File: config.mk
export PLATFORM = sky130hd
export DESIGN_NAME = positional_list_engine_unit
export DESIGN_NICKNAME = d
export VERILOG_FILES = /design/src/rtl/ple_pkg.sv /design/src/rtl/ple_cell.sv /design/src/rtl/ple_collect.sv /design/src/rtl/positional_list_engine_unit.sv
export SDC_FILE = /design/constraint.sdc
export NUM_CORES = 2
export LEC_CHECK = 0
export ABC_CLOCK_PERIOD_IN_PS = 26400
export BUFFER_PORTS_ARGS = -buffer_cell sky130_fd_sc_hd__buf_4
export CORE_UTILIZATION = 25
export DETAILED_ROUTE_END_ITERATION = 16
export GPL_TIMING_DRIVEN = 1
export PLACE_DENSITY = 0.38
export SLEW_MARGIN = 20
export SYNTH_ARGS = -nofsm -noshare
export SYNTH_HDL_FRONTEND = slang
export SYNTH_SLANG_ARGS = --single-unit
File: constraint.sdc
create_clock -name clk -period 26.4 [get_ports clk]
set_input_delay 1.32 -clock clk [delete_from_list [all_inputs] [get_ports clk]]
set_output_delay 1.32 -clock clk [all_outputs]
set_load 0.01 [all_outputs]
File: src/rtl/ple_pkg.sv
// ple_pkg: sizes, command and status codes, and shared types for the
// positional list engine. No dependencies.
package ple_pkg;

	localparam int CAPACITY   = 32;
	localparam int DATA_WIDTH = 32;

	localparam int OP_W  = 3;
	localparam int POS_W = 6;
	localparam int VAL_W = 32;
	localparam int ST_W  = 3;

	localparam int IDX_W = (CAPACITY > 1) ? $clog2(CAPACITY) : 1;
	localparam int CNT_W = $clog2(CAPACITY + 1);
	localparam int CMP_W = ((CNT_W > POS_W) ? CNT_W : POS_W) + 1;

	localparam logic [OP_W-1:0] OP_INSERT = 3'd0;
	localparam logic [OP_W-1:0] OP_DELETE = 3'd1;
	localparam logic [OP_W-1:0] OP_GET    = 3'd2;
	localparam logic [OP_W-1:0] OP_LOCATE = 3'd3;
	localparam logic [OP_W-1:0] OP_LENGTH = 3'd4;

	localparam logic [ST_W-1:0] ST_OK     = 3'd0;
	localparam logic [ST_W-1:0] ST_BADPOS = 3'd1;
	localparam logic [ST_W-1:0] ST_UNDER  = 3'd2;
	localparam logic [ST_W-1:0] ST_FULL   = 3'd3;
	localparam logic [ST_W-1:0] ST_MISS   = 3'd4;

	typedef logic [DATA_WIDTH-1:0] word_t;
	typedef logic [IDX_W-1:0]      idx_t;
	typedef logic [CNT_W-1:0]      cnt_t;

	// broadcast to every cell
	typedef struct packed {
		logic  take;
		logic  ins;
		logic  del;
		idx_t  p;
		cnt_t  count;
		word_t val;
	} cell_cmd_t;

	// per-item control carried from the cell row to the output stage
	typedef struct packed {
		logic             rd_en;
		logic             loc;
		logic [ST_W-1:0]  status;
		logic [POS_W-1:0] len;
	} item_ctl_t;

	function automatic logic [VAL_W-1:0] widen(input word_t w);
		logic signed [DATA_WIDTH-1:0] s;
		s = signed'(w);
		return VAL_W'(s);
	endfunction

endpackage

File: src/rtl/ple_cell.sv
// ple_cell: one list entry. Shifts with its neighbors on insert and delete,
// and registers its match and read contribution for the item. Uses ple_pkg.
module ple_cell (
	input  logic               clk,
	input  ple_pkg::idx_t      idx,
	input  ple_pkg::cell_cmd_t cmd,
	input  ple_pkg::word_t     left_data,
	input  ple_pkg::word_t     right_data,
	output ple_pkg::word_t     data,
	output logic               match_s1,
	output ple_pkg::word_t     word_s1
);
	import ple_pkg::*;

	word_t data_q;
	logic  hit;
	logic  live;

	assign data = data_q;
	assign hit  = (idx == cmd.p);
	assign live = (CNT_W'(idx) < cmd.count);

	always_ff @(posedge clk) begin
		if (cmd.ins) begin
			if (idx > cmd.p) begin
				data_q <= left_data;
			end else if (hit) begin
				data_q <= cmd.val;
			end
		end else if (cmd.del) begin
			if (idx >= cmd.p) begin
				data_q <= right_data;
			end
		end
		if (cmd.take) begin
			match_s1 <= live && (data_q == cmd.val);
			word_s1  <= hit ? data_q : '0;
		end
	end

endmodule

File: src/rtl/ple_collect.sv
// ple_collect: output stage. Priority-encodes the cell match flags, merges
// the cell read words and holds the result item. Uses ple_pkg.
module ple_collect (
	input  logic                                          clk,
	input  logic                                          arst_n,
	input  logic                                          valid_s1,
	input  ple_pkg::item_ctl_t                            ctl_s1,
	input  logic [ple_pkg::CAPACITY-1:0]                  match,
	input  logic [ple_pkg::CAPACITY-1:0][ple_pkg::DATA_WIDTH-1:0] words,
	output logic                                          ready_s1,
	output logic                                          out_valid,
	input  logic                                          out_ready,
	output logic signed [ple_pkg::VAL_W-1:0]              read_value,
	output logic [ple_pkg::POS_W-1:0]                     found_position,
	output logic [ple_pkg::POS_W-1:0]                     list_length,
	output logic [ple_pkg::ST_W-1:0]                      status
);
	import ple_pkg::*;

	logic                out_valid_q;
	logic [VAL_W-1:0]    rd_q;
	logic [POS_W-1:0]    found_q;
	logic [POS_W-1:0]    len_q;
	logic [ST_W-1:0]     st_q;
	word_t               merged;
	logic [POS_W-1:0]    first;
	logic                any;

	always_comb begin
		merged = '0;
		first  = '0;
		any    = 1'b0;
		for (int i = CAPACITY - 1; i >= 0; i--) begin
			merged = merged | words[i];
			if (match[i]) begin
				first = POS_W'(i + 1);
				any   = 1'b1;
			end
		end
	end

	assign ready_s1 = !out_valid_q || out_ready;

	always_ff @(posedge clk or negedge arst_n) begin
		if (!arst_n) begin
			out_valid_q <= 1'b0;
		end else if (valid_s1) begin
			out_valid_q <= ready_s1 ? 1'b1 : out_valid_q;
		end else if (out_ready) begin
			out_valid_q <= 1'b0;
		end
	end

	always_ff @(posedge clk) begin
		if (valid_s1 && ready_s1) begin
			rd_q    <= ctl_s1.rd_en ? widen(merged) : '0;
			found_q <= (ctl_s1.loc && any) ? first : '0;
			len_q   <= ctl_s1.len;
			if (ctl_s1.loc) begin
				st_q <= any ? ST_OK : ST_MISS;
			end else begin
				st_q <= ctl_s1.status;
			end
		end
	end

	assign out_valid      = out_valid_q;
	assign read_value     = signed'(rd_q);
	assign found_position = found_q;
	assign list_length    = len_q;
	assign status         = st_q;

endmodule

File: src/rtl/positional_list_engine_unit.sv
// positional_list_engine_unit: top level. Decodes commands, keeps the entry
// count, and drives the row of ple_cell entries and ple_collect. Uses ple_pkg.
//
// Keeps an ordered list of up to 32 signed words in a row of cells, one
// entry per cell. Every cell shifts, loads or holds in the same cycle, so
// an insert or delete at any position finishes in the cycle the item is
// accepted, and the next item can be accepted in the following cycle: one
// item per cycle sustained while the output is not stalled. The result is
// registered first by the cell row, as its match and read flags, then by
// the output stage, which priority-encodes and merges them. The output
// register lets a new item in while a finished result waits to be taken.
module positional_list_engine_unit (
	input  logic                              clk,
	input  logic                              arst_n,
	input  logic                              in_valid,
	output logic                              in_ready,
	input  logic [ple_pkg::OP_W-1:0]          operation,
	input  logic [ple_pkg::POS_W-1:0]         position,
	input  logic signed [ple_pkg::VAL_W-1:0]  value,
	output logic                              out_valid,
	input  logic                              out_ready,
	output logic signed [ple_pkg::VAL_W-1:0]  read_value,
	output logic [ple_pkg::POS_W-1:0]         found_position,
	output logic [ple_pkg::POS_W-1:0]         list_length,
	output logic [ple_pkg::ST_W-1:0]          status
);
	import ple_pkg::*;

	cnt_t                                   count_q;
	cnt_t                                   count_nx;
	logic                                   valid_s1;
	item_ctl_t                              ctl_s1;
	item_ctl_t                              ctl_nx;
	logic                                   ready_s1;
	logic                                   accept;
	cell_cmd_t                              cmd;
	logic [CMP_W-1:0]                       pos_w;
	logic [CMP_W-1:0]                       pos_eff;
	logic [CMP_W-1:0]                       cnt_w;
	logic                                   ins_ok;
	logic                                   del_ok;
	logic                                   get_ok;
	logic [CAPACITY-1:0][DATA_WIDTH-1:0]    data;
	logic [CAPACITY-1:0][DATA_WIDTH-1:0]    words;
	logic [CAPACITY-1:0]                    match;

	assign in_ready = !valid_s1 || ready_s1;
	assign accept   = in_valid && in_ready;

	assign pos_w   = CMP_W'(position);
	assign pos_eff = (position == '0) ? CMP_W'(1) : pos_w;
	assign cnt_w   = CMP_W'(count_q);

	always_comb begin
		ins_ok   = 1'b0;
		del_ok   = 1'b0;
		get_ok   = 1'b0;
		count_nx = count_q;
		ctl_nx   = '0;
		cmd.p    = idx_t'(pos_w - CMP_W'(1));
		case (operation)
			OP_INSERT: begin
				cmd.p = idx_t'(pos_eff - CMP_W'(1));
				if (cnt_w == CMP_W'(CAPACITY)) begin
					ctl_nx.status = ST_FULL;
				end else if (pos_eff > cnt_w + CMP_W'(1)) begin
					ctl_nx.status = ST_BADPOS;
				end else begin
					ins_ok   = 1'b1;
					count_nx = count_q + cnt_t'(1);
				end
			end
			OP_DELETE: begin
				if (count_q == '0) begin
					ctl_nx.status = ST_UNDER;
				end else if (position == '0 || pos_w > cnt_w) begin
					ctl_nx.status = ST_BADPOS;
				end else begin
					del_ok   = 1'b1;
					count_nx = count_q - cnt_t'(1);
				end
			end
			OP_GET: begin
				if (position == '0 || pos_w > cnt_w) begin
					ctl_nx.status = ST_BADPOS;
				end else begin
					get_ok = 1'b1;
				end
			end
			OP_LOCATE: begin
				ctl_nx.loc = 1'b1;
			end
			default: begin
			end
		endcase
		ctl_nx.rd_en = del_ok || get_ok;
		ctl_nx.len   = POS_W'(count_nx);
		cmd.take     = accept;
		cmd.ins      = accept && ins_ok;
		cmd.del      = accept && del_ok;
		cmd.count    = count_q;
		cmd.val      = DATA_WIDTH'(value);
	end

	always_ff @(posedge clk or negedge arst_n) begin
		if (!arst_n) begin
			count_q  <= '0;
			valid_s1 <= 1'b0;
		end else begin
			if (accept) begin
				count_q  <= count_nx;
				valid_s1 <= 1'b1;
			end else if (ready_s1) begin
				valid_s1 <= 1'b0;
			end
		end
	end

	always_ff @(posedge clk) begin
		if (accept) begin
			ctl_s1 <= ctl_nx;
		end
	end

	for (genvar i = 0; i < CAPACITY; i++) begin : g_cell
		word_t left_in;
		word_t right_in;
		if (i == 0) begin : g_first
			assign left_in = cmd.val;
		end else begin : g_mid_l
			assign left_in = data[i-1];
		end
		if (i == CAPACITY - 1) begin : g_last
			assign right_in = data[i];
		end else begin : g_mid_r
			assign right_in = data[i+1];
		end
		ple_cell u_cell (
			.clk        (clk),
			.idx        (idx_t'(i)),
			.cmd        (cmd),
			.left_data  (left_in),
			.right_data (right_in),
			.data       (data[i]),
			.match_s1   (match[i]),
			.word_s1    (words[i])
		);
	end

	ple_collect u_collect (
		.clk            (clk),
		.arst_n         (arst_n),
		.valid_s1       (valid_s1),
		.ctl_s1         (ctl_s1),
		.match          (match),
		.words          (words),
		.ready_s1       (ready_s1),
		.out_valid      (out_valid),
		.out_ready      (out_ready),
		.read_value     (read_value),
		.found_position (found_position),
		.list_length    (list_length),
		.status         (status)
	);

endmodule

After elaboration in Yosys (flattened, before gate mapping)

Index checks and enable logic that the tools add are counted.

Add/sub/neg operators: 5
$lt $le $gt $ge: 97
Equality and inequality tests: 99
Mux-type cells: 248
Bitwise operators: 32
Reduce and logical (&&, ||, !) cells: 120

Operators with widths:

| cell                                                          | count |
|---|---|
| two-way mux 32 bit                                            | 157 |
| equality test 32 bit                                          | 32 |
| bitwise OR 32 bit                                             | 31 |
| < comparator 5 x 6 -> 1 bit (first input constant)            | 16 |
| inequality test 3 x 1 -> 1 bit (second input constant)        | 31 |
| AND reduction 3 bit                                           | 31 |
| two-way mux 5 bit                                             | 17 |
| equality test 5 bit (first input constant)                    | 16 |
| greater-than comparator 5 bit (first input constant)          | 16 |
| >= comparator 5 bit (first input constant)                    | 15 |
| nonzero test 2 bit                                            | 35 |
| < comparator 4 x 6 -> 1 bit (first input constant)            | 8 |
| two-way mux 1 bit                                             | 48 |
| equality test 4 x 5 -> 1 bit (first input constant)           | 8 |
| >= comparator 4 x 5 -> 1 bit (first input constant)           | 8 |
| greater-than comparator 4 x 5 -> 1 bit (first input constant) | 8 |
| logical AND 1 bit                                             | 37 |
| two-way mux 6 bit                                             | 6 |
| two-way mux 4 bit                                             | 8 |
| OR reduction 32 bit                                           | 1 |
| < comparator 3 x 6 -> 1 bit (first input constant)            | 4 |
| equality test 3 x 5 -> 1 bit (first input constant)           | 4 |
| >= comparator 3 x 5 -> 1 bit (first input constant)           | 4 |
| greater-than comparator 3 x 5 -> 1 bit (first input constant) | 4 |
| 33 further kinds                                              | 56 |

Register bits after elaboration: 2146
Output and inout bits: 49
Word-level logic and storage cells: 713

Depth between registers and ports, before layout

Depth in word-level cells: 35
Depth in mapped cells: 15
Depth with buffers taken out: 10

Cells and area by module

A second synthesis with hierarchy kept.

Cell total of the unflattened synthesis: 13580
Area, all modules: 146030.1 sq um

Modules (own cells, without submodules):

| module                           | instances | cells each | area each (sq um) |
|---|---|---|---|
| ple_cell (g_cell[20].u_cell ...) | 20        | 380        | 4370.4 |
| ple_cell (g_cell[0].u_cell ...)  | 12        | 443        | 4405.5 |
| ple_collect                      | 1         | 479        | 4161.5 |
| positional_list_engine_unit      | 1         | 185        | 1594.0 |

Least setup slack after synthesis

No wires, ideal clock.

Path kind: in2reg
Start point: in out_ready
End point: reg g_cell[9].u_cell.data_q[0] (enable)
Setup time: 0.470 ns
Data arrival time: 28.614 ns
Required time: 25.930 ns
Setup slack: -2.684 ns
Stages on the path: 7
Path buffers: 1
Path through: nand3b_1 > nand2_1 > inv_1 > nand2_1 > nand4b_1 > buf_2 > a211oi_1

Word-level cells in the longest chain between the ends: 6
Elaborated cells on any way between the ends: 9

Ends and longest elaborated chain:

| item                                                                                         | line                                                                  | RTL |
|---|---|---|
| from (decl)                                                                                  | positional_list_engine_unit.sv:21                                     | `input logic out_ready,` |
| logical OR 1 bit (*)                                                                         | ple_collect.sv:42                                                     | `assign ready_s1 = !out_valid_q \|\| out_ready;` |
| logical OR 1 bit (*)                                                                         | positional_list_engine_unit.sv:47                                     | `assign in_ready = !valid_s1 \|\| ready_s1;` |
| logical AND 1 bit (*)                                                                        | positional_list_engine_unit.sv:48                                     | `assign accept = in_valid && in_ready;` |
| via accept                                                                                   | positional_list_engine_unit.sv:35                                     | `logic accept;` |
| logical AND 1 bit, on equally long branches                                                  | positional_list_engine_unit.sv:99, positional_list_engine_unit.sv:100 |  |
| inequality test 3 x 1 -> 1 bit (no source line) / nonzero test 2 bit (equally long branches) | --                                                                    |  |
| AND reduction 3 bit (no source line) (*)                                                     | --                                                                    |  |
| to (signal assigned)                                                                         | ple_cell.sv:26                                                        | `data_q <= left_data;` |
| to (signal assigned)                                                                         | ple_cell.sv:28                                                        | `data_q <= cmd.val;` |
| to (signal assigned)                                                                         | ple_cell.sv:32                                                        | `data_q <= right_data;` |
| to (decl)                                                                                    | ple_cell.sv:15                                                        | `word_t data_q;` |

Mark *: on every way through the listed nets, which the timed path passes. The rest lies on a longest branch.
A chain may end at the register's enable or synchronous reset.

Worst setup path after layout

Start point: reg count_q[4]
End point: reg g_cell[0].u_cell.data_q[1] (data pin)

Word-level cells in the longest chain between the ends: 7
Elaborated cells on any way between the ends: 8

Ends and longest elaborated chain:

| item                                   | line                               | RTL |
|---|---|---|
| from (decl)                            | positional_list_engine_unit.sv:29  | `cnt_t count_q;` |
| from (signal assigned)                 | positional_list_engine_unit.sv:111 | `count_q <= count_nx;` |
| adder 6 x 1 -> 7 bit                   | positional_list_engine_unit.sv:66  | `end else if (pos_eff > cnt_w + CMP_W'(1)) begin` |
| greater-than comparator 6 x 7 -> 1 bit | positional_list_engine_unit.sv:66  |  |
| two-way mux 1 bit                      | positional_list_engine_unit.sv:66  |  |
| two-way mux 1 bit (*)                  | positional_list_engine_unit.sv:64  | `if (cnt_w == CMP_W'(CAPACITY)) begin` |
| two-way mux 1 bit (*)                  | positional_list_engine_unit.sv:61  | `case (operation)` |
| logical AND 1 bit (*)                  | positional_list_engine_unit.sv:99  | `cmd.ins = accept && ins_ok;` |
| two-way mux 32 bit (*)                 | ple_cell.sv:24                     | `if (cmd.ins) begin` |
| to (signal assigned)                   | ple_cell.sv:26                     |  |
| to (signal assigned)                   | ple_cell.sv:28                     |  |
| to (signal assigned)                   | ple_cell.sv:32                     |  |
| to (decl)                              | ple_cell.sv:15                     |  |

Every way passes the cells marked *; elsewhere a longest branch is shown, timed or not.

==> flow_metrics.py <==
metrics = {
    "yosys": {
        "async_sr_flop_fraction": 0.00373,
        "post-synth-top-area-cell": "sky130_fd_sc_hd__edfxtp_1",
        "yosysTopAreaCellShare": 0.593,
        "syn-mean-instance-area_um2": 11.7,
        "synth_enable_flop_cells": 2137,
        "ys_dominant_reg_cell": "sky130_fd_sc_hd__edfxtp_1",
        "ys_seq_elements": 2145,
        "synthDistinctLibCells": 72,
        "postSynthNetCount": 9301,
        "synth_area_leaders": "sky130_fd_sc_hd__edfxtp_1 59%, sky130_fd_sc_hd__mux2i_1 6.6%, sky130_fd_sc_hd__and2_1 5.4%, sky130_fd_sc_hd__xor2_1 5.0%, sky130_fd_sc_hd__nor2_1 3.6%",
        "syn-cell-area_um2": 108000,
        "syn_inst": 9238,
        "synthesis.yosys.warnings": 0,
        "yosysSeqAreaShare": 0.595,
    },
    "sta": {
        "period_needed_ps": 8400,
        "timing.clock.skew_ps": 50.7,
        "period_utilisation_layout": 0.318,
        "rsz0062_at_grt": "false",
        "hold_viol_final": 0,
        "slew_viol_final": 0,
        "slew_headroom": 0.107,
        "max_slew.worst_pin.slew_ps": 1330,
        "max_clock_freq_mhz": 119,
        "finalSetupViolCount": 0,
        "finalSetupTns_ps": 0,
    },
    "drt": {
        "amount_of_wire_on_met3_after_detailed_routing_um": 50100,
        "wire_per_inst_um": 36.1,
        "drt_pass1_iterations": 8,
        "route.vias.total": 79431,
        "wl_met2_um": 233000,
        "routed_wl_um": 546000,
        "post-route-drc-count": 0,
        "initialDrtViolationCount": 11296,
        "top_layer_used": "met5",
        "met1Wirelength_um": 240000,
        "post_drt_via_cell_ratio": 5.25,
        "antenna_violating_nets_post_route": 0,
    },
    "critical_path": {
        "worstSetupEndpointType": "flip-flop",
        "crit_fanout": 99,
        "timing.critical_path.required_ps": 27060,
        "worstSetupStartpointType": "flip-flop",
        "timing.reg2reg.worst_path_depth": 14,
        "worst_r2r_src": "count_q[4]",
        "critical_path_arrival_ps": 9060,
        "rrSetupSlack_ps": 18000,
        "criticalPathCategory": "reg -> reg",
        "regToRegEndpoint": "g_cell[0].u_cell.data[1]",
    },
    "power": {
        "power.ir.vdd_worst_mv": 0.0414,
        "fin_total_pwr_mw": 8.77,
        "power.switching_mw": 2.53,
        "pwr_density_cell_nw_per_um2": 70.2,
        "p_int_mw": 6.24,
        "p_leak_nw": 43.2,
        "share_of_power_burned_in_registers": 0.461,
        "power.share.clock": 0.409,
        "power.share.switching": 0.288,
        "power_frac_comb": 0.130,
    },
    "clock_tree": {
        "root_buffer_selected_by_cts": "sky130_fd_sc_hd__clkbuf_16",
        "htreeDepth": 5,
        "numCtsBuffers": 263,
        "clock_path_buffers": 4,
        "cts_hold_buf": 0,
        "clock-sinks": 2145,
        "cts.repair.resized": 0,
        "post_cts.repair.setup_buffers": 0,
        "clock_tree_from_tritoncts": "built",
        "clkLatencyLatePin_ps": 940,
        "cts.reportedPaths.clkPinSlew_ps": 60,
    },
    "floorplan": {
        "core_um2": 431000,
        "dieArea_um2": 435000,
        "initial_core_util": 0.251,
        "die_width_um": 660,
        "placement_rows": 241,
        "die_h_um": 660,
        "top_level_ports": 94,
    },
    "run_status": {
        "outcome": "finished clean",
    },
    "cells_and_area": {
        "nets": 9266,
        "final_area_um2": 125000,
        "fraction_of_layout_instances_using_a_drive_strength_above_1": 0.109,
        "filler_cells": 43922,
        "multiInputGateArea_um2": 42000,
        "mostFrequentLayoutCell": "sky130_fd_sc_hd__edfxtp_1",
        "layout-area-overhead-vs-synth_pct": 15.5,
        "final_cell_mix": "2137 x sky130_fd_sc_hd__edfxtp_1, 998 x sky130_fd_sc_hd__nor2_1, 931 x sky130_fd_sc_hd__and2_1",
        "sequential_cell_area_um2": 64400,
    },
    "grt": {
        "grt_first_pass_wirelength_um": 717000,
        "grt_start_max_net_pins": 192,
        "via_count_of_the_first_global_routing_pass": 74771,
        "grtUsageTotal": 0.243,
        "antenna_found_initial": 77,
        "globalRoute.totalOverflow": 0,
    },
    "hold_path": {
        "hold_path_class": "in -> async",
    },
    "placed_design": {
        "hpwlAfterDp_um": 382000,
        "placed_instance_area_um2": 117000,
        "gp_routability_congestion": 0.924,
        "io_buffer_count": 93,
    },
    "run": {
        "max_cap_violations": 0,
    },
}
-- cell type report --
cell class | count | area share
diodes | 33 | 0.000661
clock buffers | 332 | 0.0566
clock inverters | 123 | 0.00813
inverters | 21 | 0.000661
multi-input cells | 6362 | 0.336
flip-flops and latches | 2145 | 0.515
well taps | 5710 | 0.0572
repair buffers | 410 | 0.0252
-- sequential cells by signal, summed over array words and instances (netlist names) --
register                  cells
g_cell.u_cell.data         1024
ctl_s1                       10
count_q                       6
u_collect.found_position      6
g_cell.u_cell.word_s1      1024
u_collect.out_valid           1
u_collect.list_length         6
u_collect.read_value         32
valid_s1                      1
u_collect.status              3
g_cell.u_cell.match_s1       32
-- cell families (layout without fill, tap and decap cells) --
kind of cell,count (synthesis),after routing,share of synthesized area
compound gates,1141,1141,0.0591
xor+xnor,1036,1036,0.0840
fa+ha+maj,18,18,0.00208
buf+inv,731,886,0.0286
flops,2145,2145,0.595
mux,772,772,0.0722
other cells,0,33,0
simple gates,3395,3395,0.159
-- cell usage after synthesis (all sizes together), types with 5 or more instances --
cell type  number
o311ai          5
nor2b           6
nand4         189
or3             8
dfrtp           8
edfxtp       2137
buf           372
mux2           64
and2          933
mux2i         708
xor2          614
a31oi         262
inv            19
nor2         1045
a2111oi         7
a21o            6
nor4          444
and3           99
nor3           47
o211ai          6
o21a           34
xnor2         422
o21ai          34
nand3          41
or4             5
ha             18
nand2b         10
a21oi         753
nand2         556
a211oi          8
clkbuf        338
-- worst max path at each step --
stage	depth (start not counted)	from	endpoint	slack (ps)
floorplan	7	out_ready	g_cell[27].u_cell.data[0]	7490
global placement	16	position[1]	g_cell[0].u_cell.data[15]	17930
detailed placement	16	position[1]	g_cell[0].u_cell.data[13]	18000
CTS	14	count_q[4]	g_cell[0].u_cell.data[13]	18280
global route	14	count_q[4]	g_cell[0].u_cell.data[11]	17610
finish	14	count_q[4]	g_cell[0].u_cell.data[1]	18000
-- power by group through the flow --
stage | clock (mW) | sequential, mW | combinational [mW]
2_1_floorplan | 0 | 4.11 | 0.566
3_3_place_gp | 0 | 4.11 | 1.10
3_5_place_dp | 0 | 4.11 | 1.10
4_1_cts | 3.65 | 4.04 | 1.11
5_1_grt | 3.75 | 4.06 | 1.16
6_report | 3.59 | 4.05 | 1.14
-- per-layer routing --
layer	up-vias	track usage
met5	-	0.000332
met4	20	0.0894
li1	33288	-
met1	41117	0.342
met3	677	0.0577
met2	4329	0.359
-- stage by stage --
step	setup slack, ps	util	hold WS [ps]	instances
floorplan	7490	-	400	9238
global placement	17930	0.270	411	14643
detailed placement	18000	0.271	418	14647
CTS	18280	0.290	186	15102
global route	17610	0.290	214	15107
finish	18000	0.290	250	15136
-- critical path, cell delays in order (launching register included) --
cell,delay (ps)
sky130_fd_sc_hd__dfrtp_1,750
sky130_fd_sc_hd__clkinv_1,440
sky130_fd_sc_hd__nor4_1,620
sky130_fd_sc_hd__xnor2_1,160
sky130_fd_sc_hd__ha_1,260
sky130_fd_sc_hd__a211oi_1,260
sky130_fd_sc_hd__a211oi_1,300
sky130_fd_sc_hd__nor3_2,340
sky130_fd_sc_hd__buf_4,570
sky130_fd_sc_hd__buf_4,790
sky130_fd_sc_hd__buf_4,640
sky130_fd_sc_hd__buf_4,670
sky130_fd_sc_hd__buf_4,750
sky130_fd_sc_hd__buf_4,890
sky130_fd_sc_hd__mux2_2,420
(Power assumes the default switching activity.)
